`src/rtl/core/mzl_pkg.sv`:
```
// Shared constants, types and command structures for the multi-zone lamp exposure loop.
package mzl_pkg;

  localparam int REGION_COUNT = 4;
  localparam int LAMP_COUNT   = 8;
  localparam int TABLE_SIZE   = REGION_COUNT * LAMP_COUNT;

  localparam int REGION_IDX_W = $clog2(REGION_COUNT);
  localparam int LAMP_IDX_W   = $clog2(LAMP_COUNT);
  localparam int TABLE_IDX_W  = $clog2(TABLE_SIZE);
  localparam int SLOT_W       = 5;

  localparam int GRAY_W    = 16;
  localparam int LEVEL_W   = 15;
  localparam int WEIGHT_W  = 16;
  localparam int FRAMES_W  = 8;
  localparam int CFG_IDX_W = 3;
  localparam int CFG_DATA_W = 16;

  // Smoothed mean is Q16.8, error is signed Q16.8 with one extra bit of range.
  localparam int SMOOTH_W = 24;
  localparam int ERR_W    = 25;

  // Shared multiplier operands and product.
  localparam int MUL_A_W = 26;
  localparam int MUL_B_W = 18;
  localparam int PROD_W  = MUL_A_W + MUL_B_W;

  // Weighted error sum, its split for the gain product, and the scaled product.
  localparam int SUM_W    = 43;
  localparam int SUM_LO_W = 21;
  localparam int P_W      = 60;
  localparam int ROUND_SHIFT = 34;
  localparam int DELTA_W  = P_W - ROUND_SHIFT;

  localparam logic [15:0] ALPHA_ONE = 16'd32768;
  localparam logic [LEVEL_W-1:0] INITIAL_LEVEL_DEF = 15'd12800;

  typedef enum logic [1:0] {
    OP_FRAME   = 2'd0,
    OP_WEIGHT  = 2'd1,
    OP_RESTART = 2'd2
  } op_t;

  typedef enum logic [CFG_IDX_W-1:0] {
    CFG_TARGET_GRAY  = 3'd0,
    CFG_DEAD_BAND    = 3'd1,
    CFG_LOOP_GAIN    = 3'd2,
    CFG_MIN_LEVEL    = 3'd3,
    CFG_MAX_LEVEL    = 3'd4,
    CFG_SMOOTHING    = 3'd5,
    CFG_FRAMES       = 3'd6,
    CFG_CHANGE_LIMIT = 3'd7
  } cfg_index_t;

  typedef enum logic [1:0] {
    MUL_FILT = 2'd0,
    MUL_WGT  = 2'd1,
    MUL_GLO  = 2'd2,
    MUL_GHI  = 2'd3
  } mul_sel_t;

  typedef struct packed {
    logic [GRAY_W-1:0]   target_gray;
    logic [GRAY_W-1:0]   dead_band;
    logic [15:0]         loop_gain;
    logic [LEVEL_W-1:0]  min_level;
    logic [LEVEL_W-1:0]  max_level;
    logic [15:0]         smoothing_weight;
    logic [FRAMES_W-1:0] frames_for_stable;
    logic [LEVEL_W-1:0]  change_limit;
  } cfg_t;

  localparam cfg_t CFG_RESET = '{
    target_gray:       16'd32768,
    dead_band:         16'd1280,
    loop_gain:         16'd410,
    min_level:         15'd0,
    max_level:         15'd25600,
    smoothing_weight:  16'd9830,
    frames_for_stable: 8'd5,
    change_limit:      15'd128
  };

  typedef struct packed {
    logic [1:0]                         op;
    logic [REGION_COUNT-1:0][GRAY_W-1:0] region_mean;
    logic [SLOT_W-1:0]                  weight_slot;
    logic [WEIGHT_W-1:0]                weight_word;
  } in_item_t;

  typedef struct packed {
    logic [LAMP_COUNT-1:0][LEVEL_W-1:0] level;
    logic                               is_stable;
  } out_item_t;

  typedef struct packed {
    logic                    take_frame;
    logic                    wr_weight;
    logic                    restart;
    logic                    mul_en;
    mul_sel_t                mul_sel;
    logic [REGION_IDX_W-1:0] ridx;
    logic [LAMP_IDX_W-1:0]   lidx;
    logic                    calc_err;
    logic                    do_round;
    logic                    do_update;
    logic                    do_finish;
  } dp_cmd_t;

  typedef struct packed {
    logic out_free;
  } dp_stat_t;

endpackage

```
`src/rtl/core/mzl_in_if.sv`:
```
// Input channel interface: valid/ready handshake with the frame, weight and restart fields.
interface mzl_in_if;
  import mzl_pkg::*;

  logic                valid;
  logic                ready;
  logic [1:0]          op;
  logic [GRAY_W-1:0]   region_mean_0;
  logic [GRAY_W-1:0]   region_mean_1;
  logic [GRAY_W-1:0]   region_mean_2;
  logic [GRAY_W-1:0]   region_mean_3;
  logic [SLOT_W-1:0]   weight_slot;
  logic signed [WEIGHT_W-1:0] weight_word;

  modport source (
    output valid, op, region_mean_0, region_mean_1, region_mean_2, region_mean_3,
           weight_slot, weight_word,
    input  ready
  );

  modport sink (
    input  valid, op, region_mean_0, region_mean_1, region_mean_2, region_mean_3,
           weight_slot, weight_word,
    output ready
  );
endinterface

```
`src/rtl/core/mzl_out_if.sv`:
```
// Result channel interface: valid/ready handshake with the eight lamp levels and stable flag.
interface mzl_out_if;
  import mzl_pkg::*;

  logic               valid;
  logic               ready;
  logic [LEVEL_W-1:0] level_0;
  logic [LEVEL_W-1:0] level_1;
  logic [LEVEL_W-1:0] level_2;
  logic [LEVEL_W-1:0] level_3;
  logic [LEVEL_W-1:0] level_4;
  logic [LEVEL_W-1:0] level_5;
  logic [LEVEL_W-1:0] level_6;
  logic [LEVEL_W-1:0] level_7;
  logic               is_stable;

  modport source (
    output valid, level_0, level_1, level_2, level_3, level_4, level_5, level_6, level_7,
           is_stable,
    input  ready
  );

  modport sink (
    input  valid, level_0, level_1, level_2, level_3, level_4, level_5, level_6, level_7,
           is_stable,
    output ready
  );
endinterface

```
`src/rtl/core/mzl_cfg_regs.sv`:
```
// Configuration register bank with write-only access.
module mzl_cfg_regs (
  input  logic                           clk,
  input  logic                           rst_n,
  input  logic                           cfg_we,
  input  logic [mzl_pkg::CFG_IDX_W-1:0]  cfg_index,
  input  logic [mzl_pkg::CFG_DATA_W-1:0] cfg_wdata,
  output mzl_pkg::cfg_t                  cfg
);
  import mzl_pkg::*;

  cfg_t cfg_r;

  always_ff @(posedge clk) begin
    if (!rst_n) begin
      cfg_r <= CFG_RESET;
    end else if (cfg_we) begin
      unique case (cfg_index_t'(cfg_index))
        CFG_TARGET_GRAY:  cfg_r.target_gray       <= cfg_wdata;
        CFG_DEAD_BAND:    cfg_r.dead_band         <= cfg_wdata;
        CFG_LOOP_GAIN:    cfg_r.loop_gain         <= cfg_wdata;
        CFG_MIN_LEVEL:    cfg_r.min_level         <= cfg_wdata[LEVEL_W-1:0];
        CFG_MAX_LEVEL:    cfg_r.max_level         <= cfg_wdata[LEVEL_W-1:0];
        CFG_SMOOTHING:    cfg_r.smoothing_weight  <= cfg_wdata;
        CFG_FRAMES:       cfg_r.frames_for_stable <= cfg_wdata[FRAMES_W-1:0];
        CFG_CHANGE_LIMIT: cfg_r.change_limit      <= cfg_wdata[LEVEL_W-1:0];
      endcase
    end
  end

  assign cfg = cfg_r;

endmodule

```
`src/rtl/core/mzl_ctrl.sv`:
```
// Sequencing state machine: steps the shared multiplier through filter, weights and gain.
module mzl_ctrl (
  input  logic              clk,
  input  logic              rst_n,
  input  logic              in_valid,
  input  logic [1:0]        in_op,
  output logic              in_ready,
  input  mzl_pkg::dp_stat_t stat,
  output mzl_pkg::dp_cmd_t  cmd
);
  import mzl_pkg::*;

  typedef enum logic [11:0] {
    ST_IDLE   = 12'b0000_0000_0001,
    ST_FILT   = 12'b0000_0000_0010,
    ST_FWAIT  = 12'b0000_0000_0100,
    ST_ERR    = 12'b0000_0000_1000,
    ST_WMUL   = 12'b0000_0001_0000,
    ST_WWAIT  = 12'b0000_0010_0000,
    ST_GLO    = 12'b0000_0100_0000,
    ST_GHI    = 12'b0000_1000_0000,
    ST_GWAIT  = 12'b0001_0000_0000,
    ST_ROUND  = 12'b0010_0000_0000,
    ST_UPD    = 12'b0100_0000_0000,
    ST_FINISH = 12'b1000_0000_0000
  } state_t;

  localparam logic [REGION_IDX_W-1:0] LAST_R = REGION_IDX_W'(REGION_COUNT - 1);
  localparam logic [LAMP_IDX_W-1:0]   LAST_L = LAMP_IDX_W'(LAMP_COUNT - 1);

  state_t                  state_r, state_nxt;
  logic [REGION_IDX_W-1:0] r_r, r_nxt;
  logic [LAMP_IDX_W-1:0]   l_r, l_nxt;

  always_comb begin
    state_nxt = state_r;
    r_nxt     = r_r;
    l_nxt     = l_r;
    in_ready  = 1'b0;
    cmd            = '0;
    cmd.mul_sel    = MUL_FILT;
    cmd.ridx       = r_r;
    cmd.lidx       = l_r;

    unique case (state_r)
      ST_IDLE: begin
        in_ready = 1'b1;
        if (in_valid) begin
          unique case (in_op)
            OP_FRAME: begin
              cmd.take_frame = 1'b1;
              r_nxt          = '0;
              state_nxt      = ST_FILT;
            end
            OP_WEIGHT:  cmd.wr_weight = 1'b1;
            OP_RESTART: cmd.restart   = 1'b1;
            default: ;
          endcase
        end
      end
      ST_FILT: begin
        cmd.mul_en  = 1'b1;
        cmd.mul_sel = MUL_FILT;
        if (r_r == LAST_R) begin
          state_nxt = ST_FWAIT;
        end else begin
          r_nxt = r_r + 1'b1;
        end
      end
      ST_FWAIT: state_nxt = ST_ERR;
      ST_ERR: begin
        cmd.calc_err = 1'b1;
        r_nxt        = '0;
        l_nxt        = '0;
        state_nxt    = ST_WMUL;
      end
      ST_WMUL: begin
        cmd.mul_en  = 1'b1;
        cmd.mul_sel = MUL_WGT;
        if (r_r == LAST_R) begin
          r_nxt     = '0;
          state_nxt = ST_WWAIT;
        end else begin
          r_nxt = r_r + 1'b1;
        end
      end
      ST_WWAIT: state_nxt = ST_GLO;
      ST_GLO: begin
        cmd.mul_en  = 1'b1;
        cmd.mul_sel = MUL_GLO;
        state_nxt   = ST_GHI;
      end
      ST_GHI: begin
        cmd.mul_en  = 1'b1;
        cmd.mul_sel = MUL_GHI;
        state_nxt   = ST_GWAIT;
      end
      ST_GWAIT: state_nxt = ST_ROUND;
      ST_ROUND: begin
        cmd.do_round = 1'b1;
        state_nxt    = ST_UPD;
      end
      ST_UPD: begin
        cmd.do_update = 1'b1;
        if (l_r == LAST_L) begin
          state_nxt = ST_FINISH;
        end else begin
          l_nxt     = l_r + 1'b1;
          state_nxt = ST_WMUL;
        end
      end
      ST_FINISH: begin
        if (stat.out_free) begin
          cmd.do_finish = 1'b1;
          state_nxt     = ST_IDLE;
        end
      end
      default: state_nxt = ST_IDLE;
    endcase
  end

  always_ff @(posedge clk) begin
    if (!rst_n) begin
      state_r <= ST_IDLE;
      r_r     <= '0;
      l_r     <= '0;
    end else begin
      state_r <= state_nxt;
      r_r     <= r_nxt;
      l_r     <= l_nxt;
    end
  end

endmodule

```
`src/rtl/core/mzl_datapath.sv`:
```
// Datapath: filter state, weight table, lamp levels, shared multiplier and output register.
module mzl_datapath #(
  parameter logic [mzl_pkg::LEVEL_W-1:0] INITIAL_LEVEL = mzl_pkg::INITIAL_LEVEL_DEF
) (
  input  logic               clk,
  input  logic               rst_n,
  input  mzl_pkg::cfg_t      cfg,
  input  mzl_pkg::dp_cmd_t   cmd,
  output mzl_pkg::dp_stat_t  stat,
  input  mzl_pkg::in_item_t  in_item,
  output logic               out_valid,
  input  logic               out_ready,
  output mzl_pkg::out_item_t out_item
);
  import mzl_pkg::*;

  // Architectural state.
  logic [SMOOTH_W-1:0]      smooth_r [REGION_COUNT];
  logic                     filter_ready_r;
  logic [WEIGHT_W-1:0]      weight_r [TABLE_SIZE];
  logic [LEVEL_W-1:0]       level_r  [LAMP_COUNT];
  logic [FRAMES_W-1:0]      steady_cnt_r;

  // Working registers for one frame.
  logic [GRAY_W-1:0]        means_r  [REGION_COUNT];
  logic signed [ERR_W-1:0]  err_r    [REGION_COUNT];
  logic                     in_target_r;
  logic                     steady_chg_r;
  logic signed [PROD_W-1:0] prod_r;
  logic                     act_en_r;
  mul_sel_t                 act_sel_r;
  logic [REGION_IDX_W-1:0]  act_ridx_r;
  logic signed [SUM_W-1:0]  sum_r;
  logic signed [P_W-1:0]    p_r;
  logic signed [DELTA_W-1:0] delta_r;
  logic                     out_valid_r;
  out_item_t                out_r;

  // Multiplier operand selection.
  logic [15:0]                alpha;
  logic [SMOOTH_W-1:0]        mean_ext;
  logic [ERR_W-1:0]           filt_diff;
  logic [TABLE_IDX_W-1:0]     widx;
  logic [WEIGHT_W-1:0]        wsel;
  logic signed [MUL_A_W-1:0]  mul_a;
  logic signed [MUL_B_W-1:0]  mul_b;

  assign alpha     = (cfg.smoothing_weight > ALPHA_ONE) ? ALPHA_ONE : cfg.smoothing_weight;
  assign mean_ext  = {means_r[cmd.ridx], 8'b0};
  assign filt_diff = {1'b0, mean_ext} - {1'b0, smooth_r[cmd.ridx]};
  // Region-major table: slot is region times lamp count plus lamp.
  assign widx      = {cmd.ridx, cmd.lidx};
  assign wsel      = weight_r[widx];

  always_comb begin
    case (cmd.mul_sel)
      MUL_FILT: begin
        mul_a = {filt_diff[ERR_W-1], filt_diff};
        mul_b = {2'b0, alpha};
      end
      MUL_WGT: begin
        mul_a = {err_r[cmd.ridx][ERR_W-1], err_r[cmd.ridx]};
        mul_b = {{(MUL_B_W-WEIGHT_W){wsel[WEIGHT_W-1]}}, wsel};
      end
      MUL_GLO: begin
        mul_a = {{(MUL_A_W-SUM_LO_W){1'b0}}, sum_r[SUM_LO_W-1:0]};
        mul_b = {2'b0, cfg.loop_gain};
      end
      default: begin
        mul_a = {{(MUL_A_W-(SUM_W-SUM_LO_W)){sum_r[SUM_W-1]}}, sum_r[SUM_W-1:SUM_LO_W]};
        mul_b = {2'b0, cfg.loop_gain};
      end
    endcase
  end

  // Filter result: (s << 15) + alpha * (m - s), rounded and shifted back to Q16.8.
  logic [PROD_W-1:0]   filt_total;
  logic [SMOOTH_W-1:0] filt_new;
  assign filt_total = {5'b0, smooth_r[act_ridx_r], 15'b0} + prod_r + PROD_W'(16384);
  assign filt_new   = filt_total[38:15];

  // Error and deadband per region.
  logic signed [ERR_W-1:0] err_raw [REGION_COUNT];
  logic [ERR_W-1:0]        err_mag [REGION_COUNT];
  logic [REGION_COUNT-1:0] err_in_band;

  always_comb begin
    for (int r = 0; r < REGION_COUNT; r++) begin
      err_raw[r]     = {1'b0, cfg.target_gray, 8'b0} - {1'b0, smooth_r[r]};
      err_mag[r]     = err_raw[r][ERR_W-1] ? ERR_W'(-err_raw[r]) : err_raw[r];
      err_in_band[r] = (err_mag[r] <= {1'b0, cfg.dead_band, 8'b0});
    end
  end

  // Round to nearest, ties away from zero: a negative value adds one less.
  logic signed [P_W-1:0] rnd_sum;
  assign rnd_sum = p_r + (P_W'(1) <<< (ROUND_SHIFT - 1)) - P_W'(p_r[P_W-1]);

  // Level update with clamp and steadiness check.
  logic [LEVEL_W-1:0]      old_level;
  logic signed [DELTA_W:0] v_raw;
  logic signed [DELTA_W:0] v_lo;
  logic signed [DELTA_W:0] v_hi;
  logic signed [DELTA_W:0] min_ext;
  logic signed [DELTA_W:0] max_ext;
  logic [LEVEL_W-1:0]      new_level;
  logic signed [LEVEL_W:0] chg;
  logic [LEVEL_W:0]        chg_mag;

  always_comb begin
    old_level = level_r[cmd.lidx];
    min_ext   = {{(DELTA_W+1-LEVEL_W){1'b0}}, cfg.min_level};
    max_ext   = {{(DELTA_W+1-LEVEL_W){1'b0}}, cfg.max_level};
    v_raw     = {{(DELTA_W+1-LEVEL_W){1'b0}}, old_level} + {delta_r[DELTA_W-1], delta_r};
    v_lo      = (v_raw < min_ext) ? min_ext : v_raw;
    v_hi      = (v_lo > max_ext) ? max_ext : v_lo;
    new_level = v_hi[LEVEL_W-1:0];
    chg       = {1'b0, new_level} - {1'b0, old_level};
    chg_mag   = chg[LEVEL_W] ? (LEVEL_W+1)'(-chg) : chg;
  end

  // Steady-frame counter, saturating.
  logic [FRAMES_W-1:0] cnt_nxt;
  always_comb begin
    if (in_target_r && steady_chg_r) begin
      cnt_nxt = (&steady_cnt_r) ? steady_cnt_r : steady_cnt_r + 1'b1;
    end else begin
      cnt_nxt = '0;
    end
  end

  // Control and architectural state with reset.
  always_ff @(posedge clk) begin
    if (!rst_n) begin
      for (int r = 0; r < REGION_COUNT; r++) smooth_r[r] <= '0;
      for (int i = 0; i < TABLE_SIZE; i++) weight_r[i] <= '0;
      for (int l = 0; l < LAMP_COUNT; l++) level_r[l] <= INITIAL_LEVEL;
      filter_ready_r <= 1'b0;
      steady_cnt_r   <= '0;
      act_en_r       <= 1'b0;
      out_valid_r    <= 1'b0;
    end else begin
      act_en_r <= cmd.mul_en;

      if (cmd.restart) begin
        for (int r = 0; r < REGION_COUNT; r++) smooth_r[r] <= '0;
        filter_ready_r <= 1'b0;
        steady_cnt_r   <= '0;
      end

      if (cmd.wr_weight && (in_item.weight_slot < TABLE_SIZE)) begin
        weight_r[in_item.weight_slot[TABLE_IDX_W-1:0]] <= in_item.weight_word;
      end

      if (act_en_r && (act_sel_r == MUL_FILT)) begin
        smooth_r[act_ridx_r] <= filter_ready_r ? filt_new : {means_r[act_ridx_r], 8'b0};
      end

      if (cmd.calc_err) filter_ready_r <= 1'b1;

      if (cmd.do_update) level_r[cmd.lidx] <= new_level;

      if (cmd.do_finish) begin
        steady_cnt_r <= cnt_nxt;
        out_valid_r  <= 1'b1;
      end else if (out_ready) begin
        out_valid_r  <= 1'b0;
      end
    end
  end

  // Payload and working registers.
  always_ff @(posedge clk) begin
    prod_r     <= mul_a * mul_b;
    act_sel_r  <= cmd.mul_sel;
    act_ridx_r <= cmd.ridx;

    if (cmd.take_frame) begin
      for (int r = 0; r < REGION_COUNT; r++) means_r[r] <= in_item.region_mean[r];
      steady_chg_r <= 1'b1;
    end

    if (cmd.calc_err) begin
      for (int r = 0; r < REGION_COUNT; r++) err_r[r] <= err_in_band[r] ? '0 : err_raw[r];
      in_target_r <= &err_in_band;
    end

    if (act_en_r) begin
      case (act_sel_r)
        MUL_WGT:  sum_r <= (act_ridx_r == '0) ? prod_r[SUM_W-1:0]
                                              : sum_r + prod_r[SUM_W-1:0];
        MUL_GLO:  p_r   <= {{(P_W-PROD_W){prod_r[PROD_W-1]}}, prod_r};
        MUL_GHI:  p_r   <= p_r + {prod_r[P_W-SUM_LO_W-1:0], {SUM_LO_W{1'b0}}};
        default: ;
      endcase
    end

    if (cmd.do_round) delta_r <= rnd_sum[P_W-1:ROUND_SHIFT];

    if (cmd.do_update && (chg_mag > {1'b0, cfg.change_limit})) steady_chg_r <= 1'b0;

    if (cmd.do_finish) begin
      for (int l = 0; l < LAMP_COUNT; l++) out_r.level[l] <= level_r[l];
      out_r.is_stable <= (cnt_nxt >= cfg.frames_for_stable);
    end
  end

  assign stat.out_free = !out_valid_r || out_ready;
  assign out_valid     = out_valid_r;
  assign out_item      = out_r;

endmodule

```
`src/rtl/core/multi_zone_lamp_exposure_loop.sv`:
```
// Top level of the multi-zone infrared lamp exposure loop.
//
// The input channel carries one of three kinds of item per transfer: a frame
// of four region gray means, a write of one region-to-lamp weight, or a
// restart of the stability tracking. Only a frame produces a result; the
// result channel then carries the eight new lamp levels and the stable flag.
// Configuration registers are written through the plain cfg_ port and must
// only be changed while the block is idle.
//
// A weight write or restart is acted on as it is transferred. A frame runs
// through a single shared 26x18 multiplier: four filter products, then for
// each lamp four weight products and two gain products plus rounding and
// update, before its result is registered in the output register.
//
// The result sits in an output register, so a new item is accepted while a
// finished result still waits; if the receiver stalls, the next frame holds
// in its final step until the output register is free. Reset loads the
// register defaults, clears the weights and filter and sets every lamp to
// the initial level; the block is ready on the cycle after reset is released.
module multi_zone_lamp_exposure_loop #(
  parameter logic [mzl_pkg::LEVEL_W-1:0] INITIAL_LEVEL = mzl_pkg::INITIAL_LEVEL_DEF
) (
  input  logic                           clk,
  input  logic                           rst_n,
  mzl_in_if.sink                         in_ch,
  mzl_out_if.source                      out_ch,
  input  logic                           cfg_we,
  input  logic [mzl_pkg::CFG_IDX_W-1:0]  cfg_index,
  input  logic [mzl_pkg::CFG_DATA_W-1:0] cfg_wdata
);
  import mzl_pkg::*;

  cfg_t      cfg;
  dp_cmd_t   cmd;
  dp_stat_t  stat;
  in_item_t  in_item;
  out_item_t out_item;
  logic      out_valid;
  logic      in_ready;

  // Gather the channel fields into the packed item seen by the datapath.
  assign in_item.op             = in_ch.op;
  assign in_item.region_mean[0] = in_ch.region_mean_0;
  assign in_item.region_mean[1] = in_ch.region_mean_1;
  assign in_item.region_mean[2] = in_ch.region_mean_2;
  assign in_item.region_mean[3] = in_ch.region_mean_3;
  assign in_item.weight_slot    = in_ch.weight_slot;
  assign in_item.weight_word    = in_ch.weight_word;
  assign in_ch.ready            = in_ready;

  mzl_cfg_regs u_cfg (
    .clk       (clk),
    .rst_n     (rst_n),
    .cfg_we    (cfg_we),
    .cfg_index (cfg_index),
    .cfg_wdata (cfg_wdata),
    .cfg       (cfg)
  );

  mzl_ctrl u_ctrl (
    .clk      (clk),
    .rst_n    (rst_n),
    .in_valid (in_ch.valid),
    .in_op    (in_ch.op),
    .in_ready (in_ready),
    .stat     (stat),
    .cmd      (cmd)
  );

  mzl_datapath #(
    .INITIAL_LEVEL (INITIAL_LEVEL)
  ) u_dp (
    .clk       (clk),
    .rst_n     (rst_n),
    .cfg       (cfg),
    .cmd       (cmd),
    .stat      (stat),
    .in_item   (in_item),
    .out_valid (out_valid),
    .out_ready (out_ch.ready),
    .out_item  (out_item)
  );

  // Spread the registered result over the channel's named fields.
  assign out_ch.valid     = out_valid;
  assign out_ch.level_0   = out_item.level[0];
  assign out_ch.level_1   = out_item.level[1];
  assign out_ch.level_2   = out_item.level[2];
  assign out_ch.level_3   = out_item.level[3];
  assign out_ch.level_4   = out_item.level[4];
  assign out_ch.level_5   = out_item.level[5];
  assign out_ch.level_6   = out_item.level[6];
  assign out_ch.level_7   = out_item.level[7];
  assign out_ch.is_stable = out_item.is_stable;

endmodule

```
`src/flat_wrapper.sv`:
```
// flat-port wrapper written by rule: the top's interface ports become plain ports
module multi_zone_lamp_exposure_loop_flat import mzl_pkg::*;
#(
  parameter logic [mzl_pkg::LEVEL_W-1:0] INITIAL_LEVEL = mzl_pkg::INITIAL_LEVEL_DEF
)
  (clk, rst_n, cfg_we, cfg_index, cfg_wdata, in_ch_valid, in_ch_op, in_ch_region_mean_0, in_ch_region_mean_1, in_ch_region_mean_2, in_ch_region_mean_3, in_ch_weight_slot, in_ch_weight_word, in_ch_ready, out_ch_valid, out_ch_level_0, out_ch_level_1, out_ch_level_2, out_ch_level_3, out_ch_level_4, out_ch_level_5, out_ch_level_6, out_ch_level_7, out_ch_is_stable, out_ch_ready);
  mzl_in_if in_ch_i ();
  mzl_out_if out_ch_i ();
  input  logic clk;
  input  logic rst_n;
  input  logic cfg_we;
  input  logic [mzl_pkg::CFG_IDX_W-1:0] cfg_index;
  input  logic [mzl_pkg::CFG_DATA_W-1:0] cfg_wdata;
  input wire logic [$bits(in_ch_i.valid)-1:0] in_ch_valid;
  input wire logic [$bits(in_ch_i.op)-1:0] in_ch_op;
  input wire logic [$bits(in_ch_i.region_mean_0)-1:0] in_ch_region_mean_0;
  input wire logic [$bits(in_ch_i.region_mean_1)-1:0] in_ch_region_mean_1;
  input wire logic [$bits(in_ch_i.region_mean_2)-1:0] in_ch_region_mean_2;
  input wire logic [$bits(in_ch_i.region_mean_3)-1:0] in_ch_region_mean_3;
  input wire logic [$bits(in_ch_i.weight_slot)-1:0] in_ch_weight_slot;
  input wire logic [$bits(in_ch_i.weight_word)-1:0] in_ch_weight_word;
  output wire logic [$bits(in_ch_i.ready)-1:0] in_ch_ready;
  output wire logic [$bits(out_ch_i.valid)-1:0] out_ch_valid;
  output wire logic [$bits(out_ch_i.level_0)-1:0] out_ch_level_0;
  output wire logic [$bits(out_ch_i.level_1)-1:0] out_ch_level_1;
  output wire logic [$bits(out_ch_i.level_2)-1:0] out_ch_level_2;
  output wire logic [$bits(out_ch_i.level_3)-1:0] out_ch_level_3;
  output wire logic [$bits(out_ch_i.level_4)-1:0] out_ch_level_4;
  output wire logic [$bits(out_ch_i.level_5)-1:0] out_ch_level_5;
  output wire logic [$bits(out_ch_i.level_6)-1:0] out_ch_level_6;
  output wire logic [$bits(out_ch_i.level_7)-1:0] out_ch_level_7;
  output wire logic [$bits(out_ch_i.is_stable)-1:0] out_ch_is_stable;
  input wire logic [$bits(out_ch_i.ready)-1:0] out_ch_ready;
  assign in_ch_i.valid = in_ch_valid;
  assign in_ch_i.op = in_ch_op;
  assign in_ch_i.region_mean_0 = in_ch_region_mean_0;
  assign in_ch_i.region_mean_1 = in_ch_region_mean_1;
  assign in_ch_i.region_mean_2 = in_ch_region_mean_2;
  assign in_ch_i.region_mean_3 = in_ch_region_mean_3;
  assign in_ch_i.weight_slot = in_ch_weight_slot;
  assign in_ch_i.weight_word = in_ch_weight_word;
  assign in_ch_ready = in_ch_i.ready;
  assign out_ch_valid = out_ch_i.valid;
  assign out_ch_level_0 = out_ch_i.level_0;
  assign out_ch_level_1 = out_ch_i.level_1;
  assign out_ch_level_2 = out_ch_i.level_2;
  assign out_ch_level_3 = out_ch_i.level_3;
  assign out_ch_level_4 = out_ch_i.level_4;
  assign out_ch_level_5 = out_ch_i.level_5;
  assign out_ch_level_6 = out_ch_i.level_6;
  assign out_ch_level_7 = out_ch_i.level_7;
  assign out_ch_is_stable = out_ch_i.is_stable;
  assign out_ch_i.ready = out_ch_ready;
  multi_zone_lamp_exposure_loop #(.INITIAL_LEVEL(INITIAL_LEVEL)) u_core (.clk(clk), .rst_n(rst_n), .in_ch(in_ch_i), .out_ch(out_ch_i), .cfg_we(cfg_we), .cfg_index(cfg_index), .cfg_wdata(cfg_wdata));
endmodule
```
`config.mk`:
```
export PLATFORM = sky130hd
export DESIGN_NAME = multi_zone_lamp_exposure_loop_flat
export DESIGN_NICKNAME = d
export VERILOG_FILES = /design/src/rtl/core/mzl_pkg.sv /design/src/rtl/core/mzl_in_if.sv /design/src/rtl/core/mzl_out_if.sv /design/src/rtl/core/mzl_cfg_regs.sv /design/src/rtl/core/mzl_ctrl.sv /design/src/rtl/core/mzl_datapath.sv /design/src/rtl/core/multi_zone_lamp_exposure_loop.sv /design/src/flat_wrapper.sv
export SDC_FILE = /design/constraint.sdc
export NUM_CORES = 2
export LEC_CHECK = 0
export ABC_AREA = 1
export BUFFER_PORTS_ARGS = -buffer_cell sky130_fd_sc_hd__buf_4
export CAP_MARGIN = 20
export CORE_MARGIN = 8
export CORE_UTILIZATION = 45
export DETAILED_ROUTE_END_ITERATION = 6
export PLACE_DENSITY_LB_ADDON = 0.08
export SLEW_MARGIN = 20
export SYNTH_ARGS = -nofsm -noshare
export SYNTH_HDL_FRONTEND = slang
export SYNTH_SLANG_ARGS = --single-unit
```
`constraint.sdc`:
```
create_clock -name clk -period 12 [get_ports clk]
set_input_delay 0 -clock clk [delete_from_list [all_inputs] [get_ports clk]]
set_output_delay 0 -clock clk [all_outputs]
set_load 0.02 [all_outputs]
```
==> flow_summary_export.csv <==
group,metric,value,unit
cts,htree_levels,4,
worst_setup_path,reg2reg_depth,61,
sta,worst_pin_slew,1.21,ns
synth,yosysWarnings,0,
final_layout,fin_nets,12900,
synth,yosysTopAreaCell,"edfxtp_1",
floorplan,die_h,478,um
cts,cts.reportedPaths.clkPinSlew,0.06,ns
outcome,status,"complete, no violations",
worst_setup_path,arrival,11.67,ns
worst_setup_path,cp.depth,61,
grt,grt_use_total,32.3,%
route,via_per_inst,5.76,
grt,grt_pass1_wl,553,mm
floorplan,dieWidth,478,um
worst_setup_path,slowest_stage,"dfxtp_2",
synth,ys_top_cells_by_area,"edfxtp_1 (36%), fa_1 (9.4%), nand2_1 (7.9%)",
grt,grt_pass1_vias,82300,
floorplan,dieArea,0.228,mm2
synth,seq_area_frac_synth,40.0,%
synth,yosys.cell_types.count,61,
sta,finClkSkew,0.0828,ns
sta,slew_viol_final,0,
final_layout,drive_gt1_share,6.99,%
route,vias,85300,
floorplan,core_area,0.212,mm2
worst_setup_path,rrSetupSlack,1.05,ns
final_layout,multiInputGateArea,0.0495,mm2
worst_setup_path,worst_setup_path_end_kind,"flip-flop",
synth,synthArstFlopShare,0,%
sta,tns,0,ns
worst_setup_path,crit_top_cell,"nand2_1",
final_layout,fillerInstances,20300,
worst_setup_path,path_class,"flip-flop to flip-flop",
cts,clock_latency,0.86,ns
sta,rsz0062_at_grt,"false",
flow_run,cap_violations,0,
place,globalplace.congestion,1.02,
worst_setup_path,cp_num_buf_inv,8,
synth,synth_commonest_cells,"nand2_1 (2024), nor2_1 (1999), inv_1 (1630)",
grt,overflow,0,
route,wl,382,mm
final_layout,fin_cells,14800,
synth,synth_flop_cell,"edfxtp_1",
worst_setup_path,critPathCapture,"u_core.u_dp.steady_chg_r",
sta,final.setup.worst_slack,1.05,ns
place,place_inst,14400,
route,post_drt_wl_per_cell,25.8,um
route,final_antenna_net_count,0,
sta,finalCriticalPeriod,10.95,ns
grt,grt_max_degree,82,
sta,slew_headroom,19.4,%
floorplan,initial_core_util,45.2,%
place,dp.final_hpwl,292,mm
route,drt-pass1-iter-count,7,
min_path,hp-class,"primary input to flip-flop",
grt,antenna_found_initial,24,
synth,syn-cell-area,0.0959,mm2
sta,min_period_over_period,91.2,%
synth,yosysTopAreaCellShare,35.8,%
worst_setup_path,cp-start-kind,"flip-flop",
synth,syn_inst,11600,
worst_setup_path,required,12.72,ns
sta,finalSetupViolations,0,
floorplan,io_pins,234,
worst_setup_path,slowest_delay,0.61,ns
cts,post_cts_buffers,0,
cts,cts_buffer_depth,3,
worst_setup_path,critPathMaxFanout,34,
synth,synth_edf_count,1143,
cts,tritoncts,"built",
synth,syn_avg_cell_area,8.27,um2
sta,finalHoldViolations,0,
synth,yosysMostFrequentCell,"nand2_1",
cts,clkSinkCount,1342,
floorplan,core.rowCount,169,
synth,syn_nets,12700,
cts,cts-root-buf,"clkbuf_16",
final_layout,regArea,0.0383,mm2
place,pre_cts_slack,0.936,ns
place,io_buffers,233,
synth,synth.ff_latch_count,1342,
cts,cts_buffers,158,
final_layout,syn2layout_area_growth,12.4,%
worst_setup_path,r2r-end,"u_core.u_dp.steady_chg_r",
worst_setup_path,critical-path-top-delay-family,"simple AND/OR/NAND/NOR gates",
route,drt_iter0_markers,9750,
sta,fmax,91.4,MHz
final_layout,fin_util,50.8,%
route,drc,0,
[cell families after synthesis]
| group | share of synthesized area, % |
|---|---|
| AO/OA/AOI/OAI | 11.3 |
| adder cells (fa/ha/maj) | 16.0 |
| flip-flops | 40.0 |
| XOR/XNOR | 2.02 |
| buffers and inverters | 8.48 |
| AND/OR/NAND/NOR | 22.2 |
[stage by stage]
step                hold WS [ns]  cell area [um2]
finish                    0.0227           108000
global route              0.0221           108000
CTS                      0.00492           108000
detailed placement         0.180           100000
global placement           0.178           100000
floorplan                 0.0989            95900
[worst min-delay path by stage]
stage / startpoint / to / slack [ns] / cells past startpoint
6_report: in_ch_op[1] / u_core.u_dp.filter_ready_r / 0.02 / 6
5_1_grt: in_ch_op[1] / u_core.u_dp.filter_ready_r / 0.02 / 6
4_1_cts: in_ch_op[1] / u_core.u_dp.filter_ready_r / 0.005 / 6
3_5_place_dp: in_ch_region_mean_1[11] / u_core.u_dp.means_r[1][11] / 0.18 / 1
3_3_place_gp: in_ch_region_mean_0[14] / u_core.u_dp.means_r[0][14] / 0.18 / 1
2_1_floorplan: in_ch_region_mean_0[0] / u_core.u_dp.means_r[0][0] / 0.1 / 0
[worst min-delay path: cells and delay by family]
family          cells  cell delay [ns]
compound gates      1             0.16
simple gates        3             0.43
buf+inv             2             0.19
[cells in the final DEF, fill, tap and decap left out, drive strengths merged, types with 22 or more instances in the layout]
master / netlist / routed
inv: 1654 / 1662
nand3: 648 / 648
nor2: 2051 / 2051
nand3b: 39 / 39
dlygate4sd3: 0 / 179
or2: 44 / 44
a21o: 30 / 30
buf: 179 / 359
o2111ai: 61 / 61
nand2: 2084 / 2084
o32ai: 29 / 29
clkinv: 11 / 71
edfxtp: 1143 / 1143
a31oi: 74 / 74
o22ai: 229 / 229
clkbuf: 244 / 201
nor3: 85 / 85
o21ai: 622 / 622
xor2: 153 / 153
fa: 452 / 452
a21oi: 582 / 582
xnor2: 65 / 65
o211ai: 22 / 22
a22oi: 44 / 44
o21bai: 40 / 40
ha: 505 / 505
o221ai: 28 / 28
a221oi: 31 / 31
dfxtp: 199 / 199
nand4: 124 / 124
nor4: 30 / 30
[repair_timing]
| action | CTS | global route |
|---|---|---|
| endpoints found under the setup margin | 0 | 1 |
| resized for setup | 0 | 3 |
| hold buffers | 179 | 0 |
| hold endpoints to repair | 661 | 0 |
[registers in the layout (all words and copies together), names as in the netlist, 26 cells and up, named ones only]
register,cells
u_core.u_cfg.cfg,117
u_core.u_dp.delta_r,26
u_core.u_dp.err_r,100
u_core.u_dp.level_r,120
u_core.u_dp.means_r,64
u_core.u_dp.p_r,60
u_core.u_dp.prod_r,44
u_core.u_dp.smooth_r,96
u_core.u_dp.sum_r,43
u_core.u_dp.weight_r,512
[final cells by class]
cell class | count | share of cell area [%]
Inverter | 1665 | 5.81
Antenna cell | 6 | 0.0139
Multi-Input combinational cell | 8165 | 46.0
Sequential cell | 1342 | 35.6
Clock buffer | 201 | 3.94
Clock inverter | 91 | 1.16
Timing Repair Buffer | 538 | 4.25
Tap cell | 2821 | 3.28
[per-layer routing]
layer / vias to the layer above / part of all wire, % / global-route usage, %
li1: 39000 / - / -
met1: 41900 / 43 / 45.4
met2: 3898 / 45 / 51.0
met3: 554 / 8.5 / 5.64
met4: 2 / 3.4 / 9.68
met5: - / 0.0034 / 0
Power is left out: the tool's default activity adds up to more than one toggle a clock period on the data nets, which glitch-free logic cannot reach.
